`config.mk`:
```
export PLATFORM = sky130hd
export DESIGN_NAME = multi_axis_stepper_pulse_generator_unit
export DESIGN_NICKNAME = d
export VERILOG_FILES = /design/src/hw/rtl/mas_pkg.sv /design/src/hw/rtl/mas_div.sv /design/src/hw/rtl/mas_lane.sv /design/src/hw/rtl/multi_axis_stepper_pulse_generator_unit.sv
export SDC_FILE = /design/constraint.sdc
export NUM_CORES = 2
export LEC_CHECK = 0
export BUFFER_PORTS_ARGS = -buffer_cell sky130_fd_sc_hd__buf_2
export CAP_MARGIN = 0
export CORE_ASPECT_RATIO = 1.2
export CORE_MARGIN = 2
export CORE_UTILIZATION = 35
export DETAILED_ROUTE_END_ITERATION = 10
export SLEW_MARGIN = 20
export SYNTH_ARGS = -nofsm -noshare
export SYNTH_HDL_FRONTEND = slang
export SYNTH_SLANG_ARGS = --single-unit
```
`constraint.sdc`:
```
create_clock -name clock -period 13.1 [get_ports clock]
set_clock_uncertainty 0.1 [all_clocks]
set_input_delay 2.62 -clock clock [delete_from_list [all_inputs] [get_ports clock]]
set_output_delay 2.62 -clock clock [all_outputs]
set_load 0.005 [all_outputs]
```
`src/hw/rtl/mas_pkg.sv`:
```
// ----------------------------------------------------------------------------
// mas_pkg
// Shared constants and types of the stepper pulse generator.
// ----------------------------------------------------------------------------
package mas_pkg;
   localparam int AXES_DEF       = 4;
   localparam int STEP_WIDTH_DEF = 16;
   localparam int OUT_W          = 4;
   localparam int TPC_W          = 20;
   localparam int GAIN_W         = 32;
   localparam int ANG_W          = 15;

   typedef enum logic [1:0] {
      OP_TICK   = 2'd0,
      OP_SAMPLE = 2'd1,
      OP_JOINT  = 2'd2,
      OP_ROTARY = 2'd3
   } op_type;

   typedef enum logic [1:0] {
      CSR_GAIN  = 2'd0,
      CSR_TPC   = 2'd1,
      CSR_BASE  = 2'd2,
      CSR_NONE  = 2'd3
   } csr_type;
endpackage

```
`src/hw/rtl/mas_div.sv`:
```
// ----------------------------------------------------------------------------
// mas_div
// Restoring divider, one quotient bit per cycle.
// ----------------------------------------------------------------------------
module mas_div #(
   parameter int NW = 20,
   parameter int DW = 16
) (
   input  logic          clock,
   input  logic          reset,
   input  logic          start,
   input  logic [NW-1:0] num,
   input  logic [DW-1:0] den,
   output logic          done,
   output logic [NW-1:0] quo
);
   localparam int CW = $clog2(NW + 1);
   logic [NW-1:0] q_ff, q_in;
   logic [DW:0]   r_ff, r_in;
   logic [DW-1:0] d_ff, d_in;
   logic [CW-1:0] cnt_ff, cnt_in;
   logic          run_ff, run_in, done_ff, done_in;
   logic [DW:0]   trial;

   always_comb begin
      q_in = q_ff; r_in = r_ff; d_in = d_ff; cnt_in = cnt_ff;
      run_in = run_ff; done_in = 1'b0;
      trial = {r_ff[DW-1:0], q_ff[NW-1]};
      if (start) begin
         q_in = num; r_in = '0; d_in = den;
         cnt_in = CW'(NW); run_in = 1'b1;
      end else if (run_ff) begin
         if (trial >= {1'b0, d_ff}) begin
            r_in = trial - {1'b0, d_ff};
            q_in = {q_ff[NW-2:0], 1'b1};
         end else begin
            r_in = trial;
            q_in = {q_ff[NW-2:0], 1'b0};
         end
         cnt_in = cnt_ff - 1'b1;
         if (cnt_ff == CW'(1)) begin
            run_in = 1'b0; done_in = 1'b1;
         end
      end
   end

   always_ff @(posedge clock) begin
      q_ff <= q_in; r_ff <= r_in; d_ff <= d_in; cnt_ff <= cnt_in;
      if (reset) begin
         run_ff <= 1'b0; done_ff <= 1'b0;
      end else begin
         run_ff <= run_in; done_ff <= done_in;
      end
   end

   assign done = done_ff;
   assign quo  = q_ff;
endmodule

```
`src/hw/rtl/mas_lane.sv`:
```
// ----------------------------------------------------------------------------
// mas_lane
// One axis: tick counter, period and remaining steps.
// ----------------------------------------------------------------------------
module mas_lane #(
   parameter int STEP_WIDTH = 16
) (
   input  logic                  clock,
   input  logic                  reset,
   input  logic [STEP_WIDTH-1:0] reset_period,
   input  logic                  tick,
   input  logic                  load_rem,
   input  logic [STEP_WIDTH-1:0] rem_value,
   input  logic                  load_per,
   input  logic [STEP_WIDTH-1:0] per_value,
   output logic                  pulse,
   output logic                  busy,
   output logic                  busy_next
);
   logic [STEP_WIDTH-1:0] cnt_ff, cnt_in, per_ff, per_in, rem_ff, rem_in;
   logic [STEP_WIDTH-1:0] inc;

   always_comb begin
      cnt_in = cnt_ff; per_in = per_ff; rem_in = rem_ff; pulse = 1'b0;
      inc = cnt_ff + 1'b1;
      if (tick && rem_ff != '0) begin
         cnt_in = inc;
         if (inc >= per_ff) begin
            cnt_in = '0; pulse = 1'b1; rem_in = rem_ff - 1'b1;
         end
      end
      if (load_rem) rem_in = rem_value;
      if (load_per) per_in = per_value;
   end

   always_ff @(posedge clock) begin
      if (reset) begin
         cnt_ff <= '0; per_ff <= reset_period; rem_ff <= '0;
      end else begin
         cnt_ff <= cnt_in; per_ff <= per_in; rem_ff <= rem_in;
      end
   end

   assign busy      = rem_ff != '0;
   // Steps left once this cycle's tick or load has taken effect.
   assign busy_next = rem_in != '0;
endmodule

```
`src/hw/rtl/multi_axis_stepper_pulse_generator_unit.sv`:
```
// ----------------------------------------------------------------------------
// multi_axis_stepper_pulse_generator_unit
// Multi-axis step pulse generator with joint move planning.
// ----------------------------------------------------------------------------
// channel | direction | handshake     | content
// req     | in        | valid/stall   | op, axis, angle, targets, delta
// rsp     | out       | valid/stall   | pulses, directions, busy, done
// csr     | in        | valid/ready   | register index and data
// Ticks, samples and rotary moves go from idle to the output state, which then
// raises the result; the next item is taken only once that result has left.
// A joint move passes, per joint, through the gain multiply and saturation
// states (S_MUL, S_WAIT, S_SAT) and, for a joint with steps to go, through the
// shared 20-bit serial divider (S_DIV).
// Reset is synchronous; periods reset to 10. A stalled result holds the block.
module multi_axis_stepper_pulse_generator_unit #(
   parameter int AXES       = mas_pkg::AXES_DEF,
   parameter int STEP_WIDTH = mas_pkg::STEP_WIDTH_DEF
) (
   input  logic                   clock,
   input  logic                   reset,
   input  logic                   req_valid,
   output logic                   req_stall,
   input  logic [1:0]             req_op,
   input  logic [1:0]             req_axis,
   input  logic [13:0]            req_raw_angle,
   input  logic signed [14:0]     req_target_0,
   input  logic signed [14:0]     req_target_1,
   input  logic signed [14:0]     req_target_2,
   input  logic signed [15:0]     req_rotary_delta,
   output logic                   rsp_valid,
   input  logic                   rsp_stall,
   output logic [3:0]             rsp_step_pulses,
   output logic [3:0]             rsp_dir_levels,
   output logic [3:0]             rsp_busy_axes,
   output logic                   rsp_rotary_done,
   input  logic                   csr_valid,
   output logic                   csr_ready,
   input  logic [1:0]             csr_index,
   input  logic [31:0]            csr_data
);
   localparam int ROT    = AXES - 1;
   localparam int JOINTS = (AXES - 1) < 3 ? (AXES - 1) : 3;
   localparam int JW     = (JOINTS > 1) ? $clog2(JOINTS) : 1;
   localparam int PW     = 17 + mas_pkg::GAIN_W;
   localparam int TW     = mas_pkg::TPC_W;
   localparam logic [STEP_WIDTH-1:0] SMAX = '1;

   typedef enum logic [2:0] {S_IDLE, S_MUL, S_SAT, S_DIV, S_WAIT, S_OUT} st_type;

   logic [31:0] gain_ff;
   logic [TW-1:0] tpc_ff;
   logic [15:0] base_ff;
   logic signed [mas_pkg::ANG_W-1:0] ang_ff [3];
   logic [AXES-1:0] dir_ff;
   logic rbusy_ff;
   st_type st_ff;
   logic [JW-1:0] j_ff;
   logic signed [14:0] tgt_ff [3];
   logic [16:0] mag_ff;
   logic [PW-1:0] prod_ff;
   logic out_v_ff, done_ff;
   logic [3:0] pul_ff;
   logic [AXES-1:0] pulse_w, busy_w, busy_nx, ld_rem, ld_per, tick;
   logic [STEP_WIDTH-1:0] rem_v [AXES];
   logic [STEP_WIDTH-1:0] per_v [AXES];
   logic div_start, div_done;
   logic [TW-1:0] quo;
   logic acc;
   logic signed [16:0] err;
   logic [PW-17:0] shifted;
   logic [STEP_WIDTH-1:0] sat_steps, pq;
   logic [15:0] rmag;
   logic signed [15:0] rd;
   logic [13:0] raw;
   logic signed [14:0] raw_s;

   assign req_stall = (st_ff != S_IDLE);
   assign acc = req_valid && !req_stall;
   assign csr_ready = 1'b1;
   assign rd = req_rotary_delta;
   assign rmag = rd[15] ? 16'(-rd) : 16'(rd);
   assign raw = req_raw_angle;
   // A reading above half a turn wraps to a negative angle.
   assign raw_s = (raw > 14'd8192) ? signed'({1'b1, raw}) : signed'({1'b0, raw});
   assign err = 17'(tgt_ff[j_ff]) - 17'(ang_ff[j_ff]);
   assign shifted = prod_ff[PW-1:16];
   assign sat_steps = (shifted > (PW-16)'(SMAX)) ? SMAX : STEP_WIDTH'(shifted);
   assign pq = (quo == '0) ? STEP_WIDTH'(1) :
               (quo > TW'(SMAX)) ? SMAX : STEP_WIDTH'(quo);
   assign div_start = (st_ff == S_SAT) && (sat_steps != '0);

   mas_div #(.NW(TW), .DW(STEP_WIDTH)) u_div (
      .clock(clock), .reset(reset), .start(div_start), .num(tpc_ff),
      .den(sat_steps), .done(div_done), .quo(quo));

   always_comb begin
      for (int a = 0; a < AXES; a++) begin
         tick[a] = acc && (mas_pkg::op_type'(req_op) == mas_pkg::OP_TICK);
         ld_rem[a] = 1'b0; ld_per[a] = 1'b0;
         rem_v[a] = sat_steps; per_v[a] = pq;
      end
      if (st_ff == S_SAT) ld_rem[j_ff] = 1'b1;
      if (st_ff == S_DIV && div_done) ld_per[j_ff] = 1'b1;
      if (acc && mas_pkg::op_type'(req_op) == mas_pkg::OP_ROTARY) begin
         ld_rem[ROT] = 1'b1; rem_v[ROT] = STEP_WIDTH'(rmag);
         if (STEP_WIDTH < 16 && rmag > 16'(SMAX)) rem_v[ROT] = SMAX;
         ld_per[ROT] = 1'b1; per_v[ROT] = STEP_WIDTH'(base_ff);
      end
   end

   for (genvar g = 0; g < AXES; g++) begin : g_lane
      mas_lane #(.STEP_WIDTH(STEP_WIDTH)) u_lane (
         .clock(clock), .reset(reset), .reset_period(STEP_WIDTH'(10)),
         .tick(tick[g]), .load_rem(ld_rem[g]), .rem_value(rem_v[g]),
         .load_per(ld_per[g]), .per_value(per_v[g]),
         .pulse(pulse_w[g]), .busy(busy_w[g]), .busy_next(busy_nx[g]));
   end

   always_ff @(posedge clock) begin
      if (reset) begin
         gain_ff <= 32'd65536; tpc_ff <= 20'd1000; base_ff <= 16'd10;
         for (int k = 0; k < 3; k++) ang_ff[k] <= '0;
         dir_ff <= '1; rbusy_ff <= 1'b0; st_ff <= S_IDLE; out_v_ff <= 1'b0;
         done_ff <= 1'b0; pul_ff <= '0; j_ff <= '0;
      end else begin
         if (csr_valid) begin
            unique case (mas_pkg::csr_type'(csr_index))
               mas_pkg::CSR_GAIN: gain_ff <= csr_data;
               mas_pkg::CSR_TPC:  tpc_ff  <= csr_data[19:0];
               mas_pkg::CSR_BASE: base_ff <= csr_data[15:0];
               default: ;
            endcase
         end
         unique case (st_ff)
            S_IDLE: if (acc) begin
               pul_ff <= '0; done_ff <= 1'b0; st_ff <= S_OUT;
               unique case (mas_pkg::op_type'(req_op))
                  mas_pkg::OP_TICK: begin
                     pul_ff <= 4'(pulse_w);
                     // A tick that leaves no rotary steps also ends the move.
                     if (rbusy_ff && !busy_nx[ROT]) begin
                        rbusy_ff <= 1'b0; done_ff <= 1'b1;
                     end
                  end
                  mas_pkg::OP_SAMPLE:
                     if (req_axis < 2'd3 && 32'(req_axis) < JOINTS)
                        ang_ff[req_axis] <= raw_s;
                  mas_pkg::OP_JOINT: begin
                     tgt_ff[0] <= req_target_0; tgt_ff[1] <= req_target_1;
                     tgt_ff[2] <= req_target_2; j_ff <= '0; st_ff <= S_MUL;
                  end
                  mas_pkg::OP_ROTARY: begin
                     dir_ff[ROT] <= rd[15]; rbusy_ff <= 1'b1;
                  end
                  default: ;
               endcase
            end
            S_MUL: begin
               mag_ff <= err[16] ? 17'(-err) : 17'(err);
               st_ff <= S_WAIT;
            end
            S_WAIT: begin
               prod_ff <= PW'(mag_ff) * PW'(gain_ff);
               st_ff <= S_SAT;
            end
            S_SAT: begin
               dir_ff[j_ff] <= !(sat_steps != '0 && err[16]);
               st_ff <= S_DIV;
               if (sat_steps == '0) begin
                  if (32'(j_ff) == JOINTS - 1) st_ff <= S_OUT;
                  else begin j_ff <= j_ff + 1'b1; st_ff <= S_MUL; end
               end
            end
            S_DIV: if (div_done) begin
               if (32'(j_ff) == JOINTS - 1) st_ff <= S_OUT;
               else begin j_ff <= j_ff + 1'b1; st_ff <= S_MUL; end
            end
            S_OUT: begin
               out_v_ff <= 1'b1;
               if (out_v_ff && !rsp_stall) begin
                  out_v_ff <= 1'b0; st_ff <= S_IDLE;
               end
            end
            default: st_ff <= S_IDLE;
         endcase
      end
   end

   assign rsp_valid       = out_v_ff;
   assign rsp_step_pulses = pul_ff;
   assign rsp_dir_levels  = 4'(dir_ff);
   assign rsp_busy_axes   = 4'(busy_w);
   assign rsp_rotary_done = done_ff;
endmodule

```
Word level (Yosys, flattened, before mapping)
Memory sizes are Yosys's and may differ from the RTL's. A register that Yosys moved wholly into a read port is not among the register bits.
Cells that the tools add are included.
- RAM bits: 90
- memories kept: 2
- word-level logic and storage cells: 226
- register bits after elaboration: 401
- output and inout bits: 16
- input port bits: 118
- equal/unequal tests: 19
- mux-type cells: 89
- $lt $le $gt $ge: 12
- bitwise gates (word level): 2
- add/subtract/negate cells: 14
- multipliers: 1
- reduce and logical (&&, ||, !) cells: 55
- memory list (memory ; depth ; bits a word ; read ports ; clocked after Yosys merged registers in ; write ports ; RTL line ; text):
    ang_ff ; 3 ; 15 ; 1 ; 1 ; 3 ; multi_axis_stepper_pulse_generator_unit.sv:53 ; logic signed [mas_pkg::ANG_W-1:0] ang_ff [3];
    tgt_ff ; 3 ; 15 ; 1 ; 1 ; 3 ; multi_axis_stepper_pulse_generator_unit.sv:58 ; logic signed [14:0] tgt_ff [3];
- operators with widths (operator ; count):
    2-to-1 mux 16 bit ; 24
    nonzero test 16 bit ; 6
    adder 16 x 1 -> 16 bit (second input constant) ; 4
    greater-or-equal comparator 16 bit ; 4
    subtractor 16 x 1 -> 16 bit (second input constant) ; 4
    multiplier 17 x 32 -> 49 bit ; 1
    2-to-1 mux 20 bit ; 2
    2-to-1 mux 1 bit ; 36
    greater-than comparator 33 x 16 -> 1 bit (second input constant) ; 1
    2-to-1 mux 15 bit ; 2
    greater-than comparator 20 x 16 -> 1 bit (second input constant) ; 1
    zero test 20 bit ; 1
    2-to-1 mux 2 bit ; 10
    2-to-1 mux 3 bit ; 6
    case mux 3 bit (6 select lines) ; 1
    AND reduction 2 bit ; 9
    nonzero test 2 bit ; 9
    greater-or-equal comparator 17 x 16 -> 1 bit ; 1
    negation 16 -> 17 bit ; 1
    zero test 16 bit ; 1
    negation 16 bit ; 1
    subtractor 15 x 15 -> 16 bit ; 1
    subtractor 16 bit ; 1
    OR reduction 15 bit ; 1
    other kinds (29) ; 64

Longest topological paths before layout
- depth in word-level cells: 12
- gate-level depth with buffers: 26

Modules after synthesis
From an unflattened synthesis, not the netlist that was laid out.
- cell total of the unflattened synthesis: 4594
- area total of the unflattened synthesis: 43142.6 um2
- modules (own cells, without submodules) (module ; cells an instance ; times used ; area each (um2) ; seq. area each (um2)):
    multi_axis_stepper_pulse_generator_unit ; 2971 ; 1 ; 27948.1 ; 6376.1
    mas_lane (g_lane[0].u_lane ...) ; 327 ; 3 ; 2969.1 ; 1121.1
    mas_div ; 302 ; 1 ; 3295.7 ; 1541.5
    mas_lane (g_lane[1].u_lane) ; 340 ; 1 ; 2991.6 ; 1121.1

Worst setup path after synthesis
OpenSTA, ideal clock, no wires.
- kind: input -> register
- start: input req_valid
- end: memory tgt_ff[0][0] (enable)
- stages on the path: 3
- path slack: 6.137 ns
- data arrival time: 6.359 ns
- buffers on the path: 1
- path through: or4b_4 buf_2 nor3_1
- RTL lines (item ; RTL line ; text):
    start, declared ; multi_axis_stepper_pulse_generator_unit.sv:21 ; input logic req_valid,
    end, declared ; multi_axis_stepper_pulse_generator_unit.sv:58 ;

Worst setup path in the final report
- start: register mag_ff[12]
- end: register prod_ff[45], data pin
- word-level cells in the longest chain between the ends: 1
- RTL lines (item ; RTL line ; text):
    start, declared ; multi_axis_stepper_pulse_generator_unit.sv:59 ; logic [16:0] mag_ff;
    start signal, assigned ; multi_axis_stepper_pulse_generator_unit.sv:159 ; mag_ff <= err[16] ? 17'(-err) : 17'(err);
    multiplier 17 x 32 -> 49 bit ; multi_axis_stepper_pulse_generator_unit.sv:163 ; prod_ff <= PW'(mag_ff) * PW'(gain_ff);
    end signal, assigned ; multi_axis_stepper_pulse_generator_unit.sv:163 ;
    end, declared ; multi_axis_stepper_pulse_generator_unit.sv:60 ; logic [PW-1:0] prod_ff;
Every way passes these cells.
A chain may end at the register's enable or synchronous reset.

==> flow_summary_export.csv <==
group,metric,value,unit
setup_path,crit_path_max_incr_delay,0.73,ns
pwr,power_switching,0.001694,W
setup_path,crit_type,"reg2reg",
cts,clock-sinks,492,
synth,synth-seq-cells,492,
floorplanning,start_util,35.14,%
setup_path,critPathBufInv,2,
layout,n_antenna_cell,0,
floorplanning,io-pin-count,134,
setup_path,cp_data_arrival_time,8.26,ns
layout,drive_above_1_share,7.302,%
cts,ctsHoldBuffers,0,
pwr,powerDensity,109.8,nW/um^2
sta,maxSlewViolCount,0,
synth,synth_cells,4495,
pwr,power.internal,0.003224,W
synth,async_reset_ff_share,0,%
layout,final_common_cell,"nand2_1",
layout,syn_to_final_growth,9.954,%
pwr,p_clk_share,32.5,%
floorplanning,rows,137,
sta,min_period,7.959,ns
pwr,p_comb_share,28.9,%
setup_path,path_max_fanout,19,
synth,synth_area,40710,sq um
hold_path,min_path_type,"reg2reg",
synth,ys.flop_type,"dfxtp_1",
setup_path,crit_chain,"buf_4 -> nand2_1 -> fa_1 -> inv_1 -> fa_1 -> fa_1 -> fa_1 -> fa_1 -> fa_1 -> ha_1 -> a2111oi_0 -> o211ai_1 -> a31o_2 -> a221o_1 -> o21ai_0 -> o22ai_1 -> a21o_1 -> a41o_1 -> a21oi_1 -> xnor2_1",
place,port_buffers,132,
floorplanning,die_height,377.6,um
drt,drcViolationCount,0,
run,cap_violations,0,
floorplanning,die-width,315.4,um
place,place.gp.congestion,0.8362,
sta,finalSetupViolations,0,
drt,drt-total-wl,106700,um
global_routing,grt_pass1_vias,31090,
setup_path,end_kind,"flip-flop",
global_routing,overflow,0,
cts,clk_latency,0.67,ns
sta,fmax,125.6,MHz
sta,rsz0062_at_grt,"false",
synth,synth_cell_type_count,77,
cts,path_clk_slew,0.06,ns
pwr,power_frac_seq,38.6,%
hold_path,hp-start,"rsp_rotary_done",
sta,tightestPinTransition,1.170,ns
synth,synth_edf_count,191,
sta,postLayoutSetupSlackWorst,5.141,ns
sta,finalHoldViolCount,0,
cts,cts_resized,0,
setup_path,crit_family,"adder cells",
setup_path,startpoint_type,"flip-flop",
layout,fillers,11750,
cts,cts_buffers,58,
drt,first_pass_iters,5,
global_routing,grt_use_total,18.07,%
setup_path,critPathLaunch,"mag_ff[12]",
setup_path,cp.required,13.40,ns
setup_path,reg2reg_from,"mag_ff[12]",
drt,viasPerCell,5.004,
place,pre_cts_ws,5.193,ns
drt,antenna_left,0,
cts,ctsRootBufferMaster,"clkbuf_16",
sta,relSlewSlack,21.53,%
floorplanning,core-area,115900,sq um
drt,routed-via-count,30540,
synth,avgSynthCellArea,9.058,sq um
global_routing,antenna_found_initial,2,
sta,tns,0,ns
outcome,outcome,"finished, final reports clean",
cts,h-tree-depth,2,
layout,final_cell_mix,"698 x nand2_1, 634 x inv_1, 449 x fa_1",
sta,post-route-period-util,60.76,%
cts,cts_tree,"built",
place,place_hpwl,79480,um
cts,clock_path_buffers,3,
layout,nets,5325,
cts,post_cts_buffers,0,
drt,wl_per_cell,17.49,um
pwr,power.leakage,19.57,nW
drt,drt_iter0_markers,1736,
sta,hold_slack,0.3512,ns
setup_path,crit_top_cell,"fa_1",
pwr,swShare,34.44,%
floorplanning,die-area,119100,sq um
pwr,ir_drop,0.09839,mV
setup_path,slowest_stage,"edfxtp_1",
synth,ys_warn_count,0,
global_routing,grt_pass1_wl,170000,um
synth,synth_seq_area_share,28.89,%
global_routing,grt_max_degree,150,
[flip-flops by register name (all words and copies together), names as in the netlist, 20 cells and up, named ones only]
name and count:
gain_ff 32, tgt_ff 45, prod_ff 33, g_lane.u_lane.rem_ff 64, ang_ff 60, tpc_ff 20
g_lane.u_lane.per_ff 64, u_div.quo 20, g_lane.u_lane.cnt_ff 64
[final timing paths]
path,to,slack (ns),cells past startpoint
worst min register to register,rsp_rotary_done,0.35,2
worst min-delay path,rsp_rotary_done,0.35,2
worst max register to register,prod_ff[45],5.14,20
worst max-delay path,prod_ff[45],5.14,20
[per-stage QoR]
| step | utilization (%) | cell area, sq um | total power, W | std cells |
|---|---|---|---|---|
| floorplan | - | 40770 | 0.002937 | 4510 |
| global placement | 37.01 | 42880 | 0.003334 | 5992 |
| detailed placement | 37.02 | 42900 | 0.003360 | 5993 |
| CTS | 38.63 | 44760 | 0.004975 | 6103 |
| global route | 38.63 | 44770 | 0.005227 | 6103 |
| finish | 38.63 | 44770 | 0.004917 | 6103 |
[tightest hold or removal path: stages, from the launching register on]
cell and delay, ns:
dfxtp_1 0.31, nand2_1 0.05, a21oi_1 0.05
[layout make-up]
type,count,area [sq um],area share [%]
clock buffers,83,1607,3.589
clock inverters,27,251.5,0.5618
inverters,636,2387,5.333
multi-input cells,3153,25790,57.60
flip-flops and latches,492,11760,26.28
well taps,1529,1913,4.273
repair buffers,183,1060,2.367
[routing by layer]
metal / global-route usage, % / vias up / routed length (um)
met5: 0 / - / 13
met4: 5.347 / 2 / 2944
met3: 2.844 / 160 / 6021
met2: 31.76 / 743 / 52680
met1: 22.70 / 15090 / 45070
li1: - / 14540 / -
[synth_stat cells, types with 6 or more instances]
cell / number / area (sq um)
inv_1: 634 / 2380
o21ai_0: 99 / 495.5
nor4b_1: 7 / 61.31
nor2b_1: 11 / 68.82
xnor2_1: 124 / 1086
a21oi_1: 174 / 870.8
o211ai_1: 18 / 135.1
o41ai_1: 6 / 52.55
a31oi_1: 9 / 56.30
nand3b_1: 13 / 97.59
nand2b_1: 21 / 131.4
nand4_1: 35 / 219.0
and2_1: 249 / 1558
fa_1: 449 / 8989
nand3_1: 75 / 375.4
o21a_1: 15 / 112.6
o31ai_1: 10 / 75.07
nor4_1: 33 / 206.5
buf_1: 9 / 33.78
a21o_1: 38 / 285.3
or4_1: 12 / 90.09
and3_1: 48 / 300.3
a22oi_1: 6 / 45.04
edfxtp_1: 191 / 5736
nand2_1: 700 / 2628
o22ai_1: 7 / 43.79
nor2_1: 326 / 1224
mux2i_1: 21 / 210.2
nor3_1: 46 / 230.2
or2_2: 21 / 131.4
clkbuf_1: 209 / 784.5
nor3b_1: 10 / 75.07
ha_1: 234 / 2928
xor2_1: 101 / 884.6
a211oi_1: 88 / 660.6
a2111oi_0: 6 / 52.55
a311oi_1: 6 / 52.55
mux4_2: 15 / 337.8
a221oi_1: 17 / 148.9
or3_1: 21 / 131.4
dfxtp_1: 301 / 6026
[kinds of logic after synthesis]
group,after synthesis,share of synthesized area (%)
mux,39,1.429
fa+ha+maj,683,29.27
xor+xnor,225,4.840
compound gates,542,8.559
flops,492,28.89
simple gates,1647,18.93
buf+inv,865,8.070
other cells,2,0.01845
[power by group through the flow]
stage	combinational (W)	sequential, W	clock [W]
3_3_place_gp	0.00141	0.00193	0
5_1_grt	0.00161	0.00192	0.00170
4_1_cts	0.00144	0.00190	0.00164
6_report	0.00142	0.00190	0.00160
2_1_floorplan	0.00107	0.00187	0
3_5_place_dp	0.00143	0.00193	0
Note: power is estimated with default switching activity, not from simulation.
